--- config.mk ---
export PLATFORM = sky130hd
export DESIGN_NAME = video_frame_packet_tracker
export DESIGN_NICKNAME = d
export VERILOG_FILES = /design/src/vfpt_pkg.sv /design/src/video_frame_packet_tracker.sv /design/src/vfpt_map.sv /design/src/vfpt_ts.sv
export SDC_FILE = /design/constraint.sdc
export NUM_CORES = 2
export LEC_CHECK = 0
export BUFFER_PORTS_ARGS = -buffer_cell sky130_fd_sc_hd__buf_2
export CELL_PAD_IN_SITES_DETAIL_PLACEMENT = 0
export CELL_PAD_IN_SITES_GLOBAL_PLACEMENT = 1
export CORE_MARGIN = 4
export CORE_UTILIZATION = 54
export DETAILED_ROUTE_END_ITERATION = 16
export GPL_TIMING_DRIVEN = 0
export MAX_ROUTING_LAYER = met4
export PLACE_DENSITY_LB_ADDON = 0.1
export SLEW_MARGIN = 20
export SYNTH_ARGS = -nofsm -noshare
export SYNTH_HDL_FRONTEND = slang
export SYNTH_SLANG_ARGS = --single-unit
--- constraint.sdc ---
create_clock -name clk_i -period 24.3 [get_ports clk_i]
set_input_delay 4.86 -clock clk_i [delete_from_list [all_inputs] [get_ports clk_i]]
set_output_delay 4.86 -clock clk_i [all_outputs]
set_load 0.01 [all_outputs]
--- src/vfpt_pkg.sv ---
// Shared types and constants for the video frame packet tracker.
// Used by video_frame_packet_tracker, vfpt_map and vfpt_ts; no dependencies.
package vfpt_pkg;

  localparam int MaxPacketsDef  = 128;
  localparam int LinesPerPacket = 4;

  localparam int FrameW  = 16;
  localparam int LineW   = 15;
  localparam int MsW     = 32;
  localparam int TimeW   = 64;
  localparam int IntvW   = 27;
  localparam int HeightW = 16;
  localparam int TmoW    = 16;
  localparam int CountW  = 8;
  localparam int CfgIdxW = 3;
  localparam int CfgW    = 64;
  // internal packet counts: up to 256 packets, expected count capped at 257
  localparam int CntW    = 9;
  localparam int MagW    = 16;
  localparam int ProdW   = MagW + IntvW;

  localparam logic [HeightW-1:0] UnknownSplit = 16'd250;
  localparam logic [FrameW-1:0]  HalfRange    = 16'd32768;

  localparam logic [TmoW-1:0]    TimeoutRst  = 16'd100;
  localparam logic [IntvW-1:0]   PalIntvRst  = 27'd19950125;
  localparam logic [IntvW-1:0]   NtscIntvRst = 27'd16715282;
  localparam logic [HeightW-1:0] PalHgtRst   = 16'd272;
  localparam logic [HeightW-1:0] NtscHgtRst  = 16'd240;

  typedef enum logic [CfgIdxW-1:0] {
    REG_TIMEOUT   = 3'd0,
    REG_BASE_TIME = 3'd1,
    REG_PAL_INTV  = 3'd2,
    REG_NTSC_INTV = 3'd3,
    REG_PAL_HGT   = 3'd4,
    REG_NTSC_HGT  = 3'd5
  } cfg_reg_e;

  typedef enum logic [1:0] {
    PKT_ACCEPTED     = 2'd0,
    PKT_DUPLICATE    = 2'd1,
    PKT_OUT_OF_RANGE = 2'd2
  } pkt_status_e;

  typedef enum logic [1:0] {
    EV_NONE      = 2'd0,
    EV_DELIVERED = 2'd1,
    EV_TIMED_OUT = 2'd2,
    EV_ABANDONED = 2'd3
  } frame_event_e;

  // per-request result fields carried down the pipe next to the timestamp
  typedef struct packed {
    pkt_status_e         status;
    frame_event_e        event_kind;
    logic [FrameW-1:0]   ev_frame;
    logic [HeightW-1:0]  height;
    logic                pal;
    logic [CountW-1:0]   rcv;
    logic [CountW-1:0]   expct;
  } res_t;

endpackage

--- src/video_frame_packet_tracker.sv ---
// Video frame packet tracker top level: input decode, frame state update and
// result pipeline. Depends on vfpt_pkg, vfpt_map and vfpt_ts.
//
// Takes one packet header per cycle; each result passes through tag memory read,
// state update, multiply and base add after its request is accepted, and
// the whole pipe holds only while the output register waits to be taken. The
// received map is a MAX_PACKETS-entry tag memory: a frame change bumps an epoch
// instead of clearing it, and a scrubber on the second read port retires stale
// tags, so no clearing pass is needed after reset.
module video_frame_packet_tracker #(
  parameter int MaxPackets = vfpt_pkg::MaxPacketsDef
) (
  input  logic                            clk_i,
  input  logic                            rst_ni,
  input  logic                            cfg_we_i,
  input  logic [vfpt_pkg::CfgIdxW-1:0]    cfg_idx_i,
  input  logic [vfpt_pkg::CfgW-1:0]       cfg_wdata_i,
  input  logic                            in_valid_i,
  output logic                            in_ready_o,
  input  logic [vfpt_pkg::FrameW-1:0]     frame_number_i,
  input  logic [vfpt_pkg::LineW-1:0]      start_line_i,
  input  logic                            is_last_i,
  input  logic [vfpt_pkg::MsW-1:0]        arrival_ms_i,
  output logic                            out_valid_o,
  input  logic                            out_ready_i,
  output logic [1:0]                      packet_status_o,
  output logic [1:0]                      frame_event_o,
  output logic [vfpt_pkg::FrameW-1:0]     event_frame_o,
  output logic [vfpt_pkg::TimeW-1:0]      ideal_time_ns_o,
  output logic [vfpt_pkg::HeightW-1:0]    height_lines_o,
  output logic                            is_pal_o,
  output logic [vfpt_pkg::CountW-1:0]     received_count_o,
  output logic [vfpt_pkg::CountW-1:0]     expected_count_o
);

  localparam int AddrW   = $clog2(MaxPackets);
  localparam int EpochW  = AddrW + 2;
  localparam int LineW   = vfpt_pkg::LineW;
  localparam int CntW    = vfpt_pkg::CntW;
  localparam int Lpp     = vfpt_pkg::LinesPerPacket;
  // line / Lpp as a reciprocal multiply, exact over the whole line range
  localparam int Shift   = LineW + $clog2(Lpp);
  localparam int Recip   = ((2 ** Shift) + Lpp - 1) / Lpp;
  localparam int IdxPW   = LineW + Shift + 1;
  localparam int ExpCap  = 2 ** (CntW - 1);

  // configuration
  logic [vfpt_pkg::TmoW-1:0]    timeout_q;
  logic [vfpt_pkg::TimeW-1:0]   base_q;
  logic [vfpt_pkg::IntvW-1:0]   pal_iv_q, ntsc_iv_q;
  logic [vfpt_pkg::HeightW-1:0] pal_hgt_q, ntsc_hgt_q;

  // frame state
  logic [vfpt_pkg::FrameW-1:0]  cur_q, cur_d;
  logic [vfpt_pkg::MsW-1:0]     start_q, start_d;
  logic [CntW-1:0]              rcv_q, rcv_d;
  logic [CntW-1:0]              exp_q, exp_d;
  logic [vfpt_pkg::FrameW-1:0]  ref_q, ref_d;
  logic [vfpt_pkg::FrameW-1:0]  dlvd_q, dlvd_d;
  logic [vfpt_pkg::HeightW-1:0] hgt_q, hgt_d;
  logic                         pal_q, pal_d;
  logic [EpochW-1:0]            epoch_q, epoch_d;

  // pipeline
  logic advance, accept;
  logic v1_q, v2_q, v3_q, vo_q;

  logic [IdxPW-1:0] idx_prod;
  logic [LineW-1:0] idx_full;

  logic [vfpt_pkg::FrameW-1:0] s1_frame_q;
  logic [LineW-1:0]            s1_line_q;
  logic                        s1_last_q;
  logic [vfpt_pkg::MsW-1:0]    s1_arr_q;
  logic                        s1_inr_q;
  logic [AddrW-1:0]            s1_addr_q;
  logic [CntW-1:0]             s1_idxc_q;

  vfpt_pkg::res_t res1, s2_res_q, s3_res_q, out_res_q;

  logic                        hit;
  logic                        wr_en;
  logic                        new_fr;
  logic                        dlv;
  logic                        neg;
  logic [vfpt_pkg::MagW-1:0]   mag;
  logic [vfpt_pkg::IntvW-1:0]  iv;

  assign advance    = !vo_q || out_ready_i;
  assign in_ready_o = advance;
  assign accept     = in_valid_i && advance;

  assign idx_prod = IdxPW'(start_line_i) * IdxPW'(Recip);
  assign idx_full = idx_prod[Shift +: LineW];

  // config writes
  always_ff @(posedge clk_i or negedge rst_ni) begin
    if (!rst_ni) begin
      timeout_q  <= vfpt_pkg::TimeoutRst;
      base_q     <= '0;
      pal_iv_q   <= vfpt_pkg::PalIntvRst;
      ntsc_iv_q  <= vfpt_pkg::NtscIntvRst;
      pal_hgt_q  <= vfpt_pkg::PalHgtRst;
      ntsc_hgt_q <= vfpt_pkg::NtscHgtRst;
    end else if (cfg_we_i) begin
      unique case (vfpt_pkg::cfg_reg_e'(cfg_idx_i))
        vfpt_pkg::REG_TIMEOUT:   timeout_q  <= cfg_wdata_i[vfpt_pkg::TmoW-1:0];
        vfpt_pkg::REG_BASE_TIME: base_q     <= cfg_wdata_i;
        vfpt_pkg::REG_PAL_INTV:  pal_iv_q   <= cfg_wdata_i[vfpt_pkg::IntvW-1:0];
        vfpt_pkg::REG_NTSC_INTV: ntsc_iv_q  <= cfg_wdata_i[vfpt_pkg::IntvW-1:0];
        vfpt_pkg::REG_PAL_HGT:   pal_hgt_q  <= cfg_wdata_i[vfpt_pkg::HeightW-1:0];
        vfpt_pkg::REG_NTSC_HGT:  ntsc_hgt_q <= cfg_wdata_i[vfpt_pkg::HeightW-1:0];
        default: ;
      endcase
    end
  end

  vfpt_map #(
    .MaxPackets(MaxPackets)
  ) u_map (
    .clk_i     (clk_i),
    .rst_ni    (rst_ni),
    .rd_en_i   (accept),
    .rd_addr_i (idx_full[AddrW-1:0]),
    .lk_addr_i (s1_addr_q),
    .epoch_i   (epoch_q),
    .hit_o     (hit),
    .wr_en_i   (wr_en),
    .wr_addr_i (s1_addr_q),
    .wr_tag_i  (epoch_d)
  );

  // stage 1: frame bookkeeping for one request
  always_comb begin
    logic                         complete;
    logic                         timed_out;
    logic [vfpt_pkg::MsW-1:0]     age;
    logic [CntW-1:0]              rcv_b, exp_b;
    logic [vfpt_pkg::HeightW-1:0] h;
    logic [vfpt_pkg::FrameW-1:0]  diff;

    cur_d   = cur_q;
    start_d = start_q;
    rcv_d   = rcv_q;
    exp_d   = exp_q;
    ref_d   = ref_q;
    dlvd_d  = dlvd_q;
    hgt_d   = hgt_q;
    pal_d   = pal_q;
    epoch_d = epoch_q;
    wr_en   = 1'b0;
    dlv     = 1'b0;
    neg     = 1'b0;
    mag     = '0;
    iv      = pal_q ? pal_iv_q : ntsc_iv_q;
    res1    = '0;

    new_fr    = s1_frame_q != cur_q;
    age       = s1_arr_q - start_q;
    timed_out = age > vfpt_pkg::MsW'(timeout_q);
    complete  = (exp_q != '0) && (rcv_q >= exp_q);
    diff      = '0;

    if (new_fr) begin
      if (rcv_q != '0) begin
        res1.ev_frame = cur_q;
        if (complete) begin
          if (dlvd_q != cur_q) begin
            dlv              = 1'b1;
            dlvd_d           = cur_q;
            res1.event_kind  = vfpt_pkg::EV_DELIVERED;
            if ((ref_q == '0) || (cur_q < ref_q)) begin
              ref_d = cur_q;
            end
            diff = cur_q - ref_d;
            neg  = diff > vfpt_pkg::HalfRange;
            mag  = neg ? (16'd0 - diff) : diff;
          end else begin
            res1.ev_frame = '0;
          end
        end else begin
          res1.event_kind = timed_out ? vfpt_pkg::EV_TIMED_OUT : vfpt_pkg::EV_ABANDONED;
        end
      end
      cur_d   = s1_frame_q;
      start_d = s1_arr_q;
      epoch_d = epoch_q + 1'b1;
    end

    rcv_b = new_fr ? '0 : rcv_q;
    exp_b = new_fr ? '0 : exp_q;
    rcv_d = rcv_b;
    exp_d = exp_b;

    if (!s1_inr_q) begin
      res1.status = vfpt_pkg::PKT_OUT_OF_RANGE;
    end else if (!new_fr && hit) begin
      res1.status = vfpt_pkg::PKT_DUPLICATE;
    end else begin
      res1.status = vfpt_pkg::PKT_ACCEPTED;
      wr_en       = advance && v1_q;
      rcv_d       = rcv_b + 1'b1;
    end

    h = {1'b0, s1_line_q} + vfpt_pkg::HeightW'(Lpp);
    if (s1_last_q && (exp_b == '0)) begin
      exp_d = s1_idxc_q + 1'b1;
      if ((hgt_q == '0) || (hgt_q != h)) begin
        hgt_d = h;
        if (h == pal_hgt_q) begin
          pal_d = 1'b1;
        end else if (h == ntsc_hgt_q) begin
          pal_d = 1'b0;
        end else begin
          pal_d = h > vfpt_pkg::UnknownSplit;
        end
      end
    end

    res1.height = hgt_d;
    res1.pal    = pal_d;
    res1.rcv    = rcv_d[CntW-1] ? '1 : rcv_d[vfpt_pkg::CountW-1:0];
    res1.expct  = exp_d[CntW-1] ? '1 : exp_d[vfpt_pkg::CountW-1:0];
  end

  vfpt_ts u_ts (
    .clk_i  (clk_i),
    .en_i   (advance),
    .dlv_i  (dlv),
    .neg_i  (neg),
    .mag_i  (mag),
    .iv_i   (iv),
    .base_i (base_q),
    .ts_o   (ideal_time_ns_o)
  );

  always_ff @(posedge clk_i or negedge rst_ni) begin
    if (!rst_ni) begin
      v1_q    <= 1'b0;
      v2_q    <= 1'b0;
      v3_q    <= 1'b0;
      vo_q    <= 1'b0;
      cur_q   <= '0;
      start_q <= '0;
      rcv_q   <= '0;
      exp_q   <= '0;
      ref_q   <= '0;
      dlvd_q  <= '0;
      hgt_q   <= '0;
      pal_q   <= 1'b1;
      epoch_q <= '0;
    end else if (advance) begin
      v1_q <= in_valid_i;
      v2_q <= v1_q;
      v3_q <= v2_q;
      vo_q <= v3_q;
      if (v1_q) begin
        cur_q   <= cur_d;
        start_q <= start_d;
        rcv_q   <= rcv_d;
        exp_q   <= exp_d;
        ref_q   <= ref_d;
        dlvd_q  <= dlvd_d;
        hgt_q   <= hgt_d;
        pal_q   <= pal_d;
        epoch_q <= epoch_d;
      end
    end
  end

  always_ff @(posedge clk_i) begin
    if (advance) begin
      s1_frame_q <= frame_number_i;
      s1_line_q  <= start_line_i;
      s1_last_q  <= is_last_i;
      s1_arr_q   <= arrival_ms_i;
      s1_inr_q   <= idx_full < LineW'(MaxPackets);
      s1_addr_q  <= idx_full[AddrW-1:0];
      s1_idxc_q  <= (idx_full >= LineW'(ExpCap)) ? CntW'(ExpCap) : idx_full[CntW-1:0];
      s2_res_q   <= res1;
      s3_res_q   <= s2_res_q;
      out_res_q  <= s3_res_q;
    end
  end

  assign out_valid_o      = vo_q;
  assign packet_status_o  = out_res_q.status;
  assign frame_event_o    = out_res_q.event_kind;
  assign event_frame_o    = out_res_q.ev_frame;
  assign height_lines_o   = out_res_q.height;
  assign is_pal_o         = out_res_q.pal;
  assign received_count_o = out_res_q.rcv;
  assign expected_count_o = out_res_q.expct;

endmodule

--- src/vfpt_map.sv ---
// Received-packet map: epoch tag memory, per-entry valid flops and a
// background scrubber that retires stale tags. Depends on vfpt_pkg for the MaxPackets default.
module vfpt_map #(
  parameter int MaxPackets = vfpt_pkg::MaxPacketsDef,
  localparam int AddrW  = $clog2(MaxPackets),
  localparam int EpochW = AddrW + 2
) (
  input  logic              clk_i,
  input  logic              rst_ni,
  input  logic              rd_en_i,
  input  logic [AddrW-1:0]  rd_addr_i,
  input  logic [AddrW-1:0]  lk_addr_i,
  input  logic [EpochW-1:0] epoch_i,
  output logic              hit_o,
  input  logic              wr_en_i,
  input  logic [AddrW-1:0]  wr_addr_i,
  input  logic [EpochW-1:0] wr_tag_i
);

  logic [EpochW-1:0]     tag_mem [MaxPackets];
  logic [EpochW-1:0]     rd_tag_q;
  logic [MaxPackets-1:0] valid_q, valid_d;

  // last write ever made; covers a read issued on the same edge as that write
  logic              fwd_vld_q;
  logic [AddrW-1:0]  fwd_addr_q;
  logic [EpochW-1:0] fwd_tag_q;

  // write on the previous edge, for the scrubber
  logic              wr_prev_q;
  logic [AddrW-1:0]  wr_prev_addr_q;

  logic [AddrW-1:0]  scr_ptr_q;
  logic [AddrW-1:0]  scr_addr_q;
  logic [EpochW-1:0] scr_tag_q;
  logic              scr_clr;
  logic [EpochW-1:0] lk_tag;

  always_ff @(posedge clk_i) begin
    if (wr_en_i) begin
      tag_mem[wr_addr_i] <= wr_tag_i;
    end
    if (rd_en_i) begin
      rd_tag_q <= tag_mem[rd_addr_i];
    end
    scr_tag_q  <= tag_mem[scr_ptr_q];
    scr_addr_q <= scr_ptr_q;
    if (wr_en_i) begin
      fwd_addr_q <= wr_addr_i;
      fwd_tag_q  <= wr_tag_i;
    end
    wr_prev_addr_q <= wr_addr_i;
  end

  always_comb begin
    valid_d = valid_q;
    if (scr_clr) begin
      valid_d[scr_addr_q] = 1'b0;
    end
    if (wr_en_i) begin
      valid_d[wr_addr_i] = 1'b1;
    end
  end

  always_ff @(posedge clk_i or negedge rst_ni) begin
    if (!rst_ni) begin
      fwd_vld_q <= 1'b0;
      wr_prev_q <= 1'b0;
      scr_ptr_q <= '0;
      valid_q   <= '0;
    end else begin
      fwd_vld_q <= fwd_vld_q | wr_en_i;
      wr_prev_q <= wr_en_i;
      scr_ptr_q <= (scr_ptr_q == AddrW'(MaxPackets - 1)) ? '0 : scr_ptr_q + 1'b1;
      valid_q   <= valid_d;
    end
  end

  // An entry whose tag is behind the epoch is retired before the epoch can
  // wrap back onto it. Skip when the entry is being rewritten around the read.
  assign scr_clr = (scr_tag_q != epoch_i)
                 && !(wr_prev_q && (wr_prev_addr_q == scr_addr_q))
                 && !(wr_en_i && (wr_addr_i == scr_addr_q));

  assign lk_tag = (fwd_vld_q && (fwd_addr_q == lk_addr_i)) ? fwd_tag_q : rd_tag_q;
  assign hit_o  = valid_q[lk_addr_i] && (lk_tag == epoch_i);

endmodule

--- src/vfpt_ts.sv ---
// Ideal timestamp pipeline: operand register, offset-times-interval multiply,
// then signed add to the base time (zero when no frame is delivered). Depends on vfpt_pkg.
module vfpt_ts (
  input  logic                          clk_i,
  input  logic                          en_i,
  input  logic                          dlv_i,
  input  logic                          neg_i,
  input  logic [vfpt_pkg::MagW-1:0]     mag_i,
  input  logic [vfpt_pkg::IntvW-1:0]    iv_i,
  input  logic [vfpt_pkg::TimeW-1:0]    base_i,
  output logic [vfpt_pkg::TimeW-1:0]    ts_o
);

  logic                          dlv2_q, neg2_q, dlv3_q, neg3_q;
  logic [vfpt_pkg::MagW-1:0]     mag2_q;
  logic [vfpt_pkg::IntvW-1:0]    iv2_q;
  logic [vfpt_pkg::ProdW-1:0]    prod3_q;
  logic [vfpt_pkg::TimeW-1:0]    prod_ext;
  logic [vfpt_pkg::TimeW-1:0]    ts_d;
  logic [vfpt_pkg::TimeW-1:0]    ts_q;

  assign prod_ext = vfpt_pkg::TimeW'(prod3_q);

  always_comb begin
    if (!dlv3_q) begin
      ts_d = '0;
    end else if (neg3_q) begin
      ts_d = base_i - prod_ext;
    end else begin
      ts_d = base_i + prod_ext;
    end
  end

  always_ff @(posedge clk_i) begin
    if (en_i) begin
      dlv2_q  <= dlv_i;
      neg2_q  <= neg_i;
      mag2_q  <= mag_i;
      iv2_q   <= iv_i;
      dlv3_q  <= dlv2_q;
      neg3_q  <= neg2_q;
      prod3_q <= vfpt_pkg::ProdW'(mag2_q) * vfpt_pkg::ProdW'(iv2_q);
      ts_q    <= ts_d;
    end
  end

  assign ts_o = ts_q;

endmodule
==> summary.txt <==
CTS
  • Clock Root Buffer: clkbuf_16
  • TritonCTS Buffers: 208
  • # clock sinks: roughly 2000
  • Clock transition at path regs: ~70 ps
  • Post-cts resize count: 0
  • CTS tree: yes
  • Clock Latency Late Sink: approximately 900 ps
  • Clk buf depth: 3
  • H-tree depth: 4
  • Post-CTS Setup Inserts: 0
  • Hold_buf cts: 0

STA
  • Final Skew: between 90 and 100 ps
  • Hold_ws: approximately 400 ps
  • Setup violators final: 0
  • Fin crit share: 0.474
  • Worst-Margin Slew: around 1300 ps
  • Period minus WS final: around 12000 ps
  • Max Clk Rate: roughly 87 MHz
  • Final hold violation count: 0
  • Setup TNS: 0 ps
  • Slew Limit Fails: 0
  • Slew headroom: 0.123
  • Setup ws final: approximately 13000 ps
  • RSZ-0062 raised after global routing: false

Worst setup path
  • Req. time, crit path: between 15000 and 20000 ps
  • CP startpoint kind: input port
  • CP endpoint kind: output port
  • Setup slack, reg-to-reg: between 15000 and 20000 ps
  • Worst reg2reg path endpoint: u_ts.prod3_q[39]
  • R2R Path Start: u_ts.mag2_q[8]
  • Critical path class: input port to output port
  • WP data arrival: between 6000 and 7000 ps
  • FF-to-FF path depth: 25
  • CP startpoint: out_ready_i
  • Critical path fanouts, max: 57
  • Crit path to: in_ready_o

Power
  • Flop pwr share: 0.259
  • Pwr Density: between 150 and 200 nW/um^2
  • Pleak: ~46 nW
  • Combinational Power Share: 0.582
  • VDD IR max: between 0.3 and 0.4 mV
  • Internal power: 0.0111 W
  • Clk pwr share: 0.159
  • Switching pwr: ~0.009 W
  • Sw frac: 0.446

Hold path
  • Worst min path class: flip-flop to flip-flop

Global routing
  • Grt total ovfl: 0
  • First-pass GRT wire length: 515000 microns
  • Total GRT Usage: 0.352
  • Largest net degree at the start of global routing: 85
  • Vias in the first global route: 72000
  • Initial antenna violation count: 23

Routing
  • Post-Route WL: 359000 microns
  • Via Count: approximately 72000
  • 1st-iter DRT viols: just under 9000
  • WL/cell: between 30 and 40 microns
  • Routed vias/inst: approximately 6.5
  • DRC: 0
  • Final ANT Viol Nets: 0
  • Router iterations before antenna repair: 8

Finish
  • P&R area growth vs syn: 12.0%
  • FILL cells: ~16000
  • Layout Utilization: 0.608
  • Ratio of cells with drive above 1 in the final layout: 0.230
  • Nets: ~9000
  • Most frequent cells in the layout: edfxtp_1, mux4_2, nand2_1
  • Commonest non-fill, non-tap cell in the layout: edfxtp_1

Floorplan
  • Initial core utilization: 0.543
  • Die height: around 460 microns
  • Die X: approximately 460 microns
  • Die area: about 210000 sq um
  • # IOs: roughly 260
  • Core Rows: 165
  • Core Box Area: between 200000 and 250000 sq um

Synth
  • Ys async rst share: 0.214
  • Seq/Total Area, Yosys: 0.530
  • Mapped cell area: between 100000 and 150000 sq um
  • Count of different cell masters after synthesis: 96
  • Predominant post-synthesis flop cell: edfxtp_1
  • Number of synthesized flops with an enable pin: between 1500 and 2000
  • Synthesized flop and latch total: 2018
  • Mapped Cells: 7717
  • YS warnings: 0
  • Syn Nets: 8477
  • Syn_area_per_cell: 14.2 sq um

Run status
  • Status: finished clean

Placement
  • IO Port Bufs: roughly 250
  • Gpl congestion: a little under 1
  • DPL Wire Length: around 270000 microns
  • Setup WS pre-CTS: ~13000 ps

Flow run
  • # Max-Cap Violations: 0
==> worst min-delay path by stage <==
stage	startpoint	to	depth (start not counted)
2_1_floorplan	u_map.scr_ptr_q[2]	u_map.scr_addr_q[2]	0
3_3_place_gp	s1_line_q[7]	u_map.wr_prev_addr_q[5]	0
3_5_place_dp	s1_line_q[4]	u_map.wr_prev_addr_q[2]	0
4_1_cts	s1_line_q[7]	u_map.wr_prev_addr_q[5]	0
5_1_grt	s1_line_q[7]	u_map.wr_prev_addr_q[5]	0
6_report	s1_line_q[4]	u_map.wr_prev_addr_q[2]	0
==> synth_stat cells, types with 11 or more instances <==
cell type | n | share of area
nand3_1 | 61 | 0.0028
dfxtp_1 | 23 | 0.0042
or3_1 | 26 | 0.0015
dfrtp_1 | 397 | 0.090
buf_2 | 45 | 0.0020
nand2b_1 | 37 | 0.0021
o21ai_0 | 381 | 0.017
a31o_2 | 23 | 0.0018
nand4_1 | 59 | 0.0034
a21oi_1 | 236 | 0.011
a211oi_1 | 41 | 0.0028
nor4_1 | 40 | 0.0023
and3_1 | 31 | 0.0018
mux2_2 | 249 | 0.026
o21a_1 | 22 | 0.0015
nand2_1 | 552 | 0.019
and2_1 | 229 | 0.013
nor3_1 | 61 | 0.0028
mux2i_1 | 73 | 0.0066
dfstp_2 | 34 | 0.0081
fa_1 | 351 | 0.064
o21ai_1 | 79 | 0.0036
inv_1 | 527 | 0.018
o211ai_1 | 23 | 0.0016
xor2_1 | 109 | 0.0087
xnor2_1 | 208 | 0.017
nor2_1 | 368 | 0.013
or2_2 | 17 | 0.00097
o31ai_1 | 11 | 0.00075
o221ai_1 | 25 | 0.0020
a21o_1 | 81 | 0.0055
o21bai_1 | 24 | 0.0016
buf_6 | 14 | 0.0014
mux4_2 | 731 | 0.15
ha_1 | 273 | 0.031
or4_1 | 23 | 0.0016
edfxtp_1 | 1564 | 0.43
nor2b_1 | 32 | 0.0018
o22ai_1 | 29 | 0.0017
buf_1 | 84 | 0.0029
nor3b_1 | 13 | 0.00089
clkbuf_1 | 325 | 0.011
a21boi_0 | 11 | 0.00075
a31oi_1 | 23 | 0.0013
==> worst max-delay path: stages <==
cell and delay, ps:
buf_2 70, nand2b_1 90, clkbuf_4 420, buf_12 300, buf_16 260, buf_16 290, buf_2 200
==> power groups by stage <==
stage                     Combinational [W]  Sequential, W  Clock, W
after CTS                            0.0118        0.00521   0.00322
after global routing                 0.0130        0.00526   0.00338
final                                0.0117        0.00521   0.00320
after global placement               0.0115        0.00550         0
after detailed placement             0.0117        0.00528         0
after floorplan                     0.00790        0.00529         0
==> per-stage QoR <==
| stage | total power [W] | std cells | cell area, sq um |
|---|---|---|---|
| 3_5_place_dp | 0.0170 | 10700 | 116000 |
| 6_report | 0.0201 | 11100 | 123000 |
| 5_1_grt | 0.0216 | 11100 | 123000 |
| 4_1_cts | 0.0202 | 11100 | 123000 |
| 2_1_floorplan | 0.0132 | 7717 | 110000 |
| 3_3_place_gp | 0.0170 | 10600 | 114000 |
==> cells by family after synthesis <==
kind of cell | share of synthesized area
DFF | 0.530
muxes | 0.182
and+or+nand+nor | 0.0701
xor gates and xnor gates | 0.0253
buffers and inverters | 0.0358
adders and majority gates | 0.0950
AOI/OAI and AO/OA | 0.0616
==> state kept, by name, summed over array words and instances, names as in the netlist, 27 cells and up <==
name / cells
base_q: 64
u_map.valid_q: 128
u_map.tag_mem: 1152
s2_res_q: 53
u_ts.iv2_q: 27
ntsc_iv_q: 27
s1_arr_q: 32
u_ts.ts_o: 64
u_ts.prod3_q: 43
pal_iv_q: 27
start_q: 32
s3_res_q: 53
==> per-layer routing <==
layer / track usage / share of wire
met5: - / 0
met4: 0.225 / 0.081
met3: 0.0750 / 0.093
met2: 0.523 / 0.46
met1: 0.444 / 0.37
==> area by class of cell <==
| class | count | area [sq um] | share of cell area |
|---|---|---|---|
| Inverter | 529 | 1990 | 0.0161 |
| Tap cell | 2672 | 3340 | 0.0272 |
| Timing Repair Buffer | 331 | 2630 | 0.0214 |
| Clock inverter | 128 | 1250 | 0.0102 |
| Multi-Input combinational cell | 4697 | 47900 | 0.390 |
| Sequential cell | 2018 | 58300 | 0.473 |
| Buffer | 473 | 2070 | 0.0169 |
| Antenna cell | 13 | 32.5 | 0.000264 |
| Clock buffer | 262 | 5530 | 0.0449 |
(Power assumes the default switching activity.)
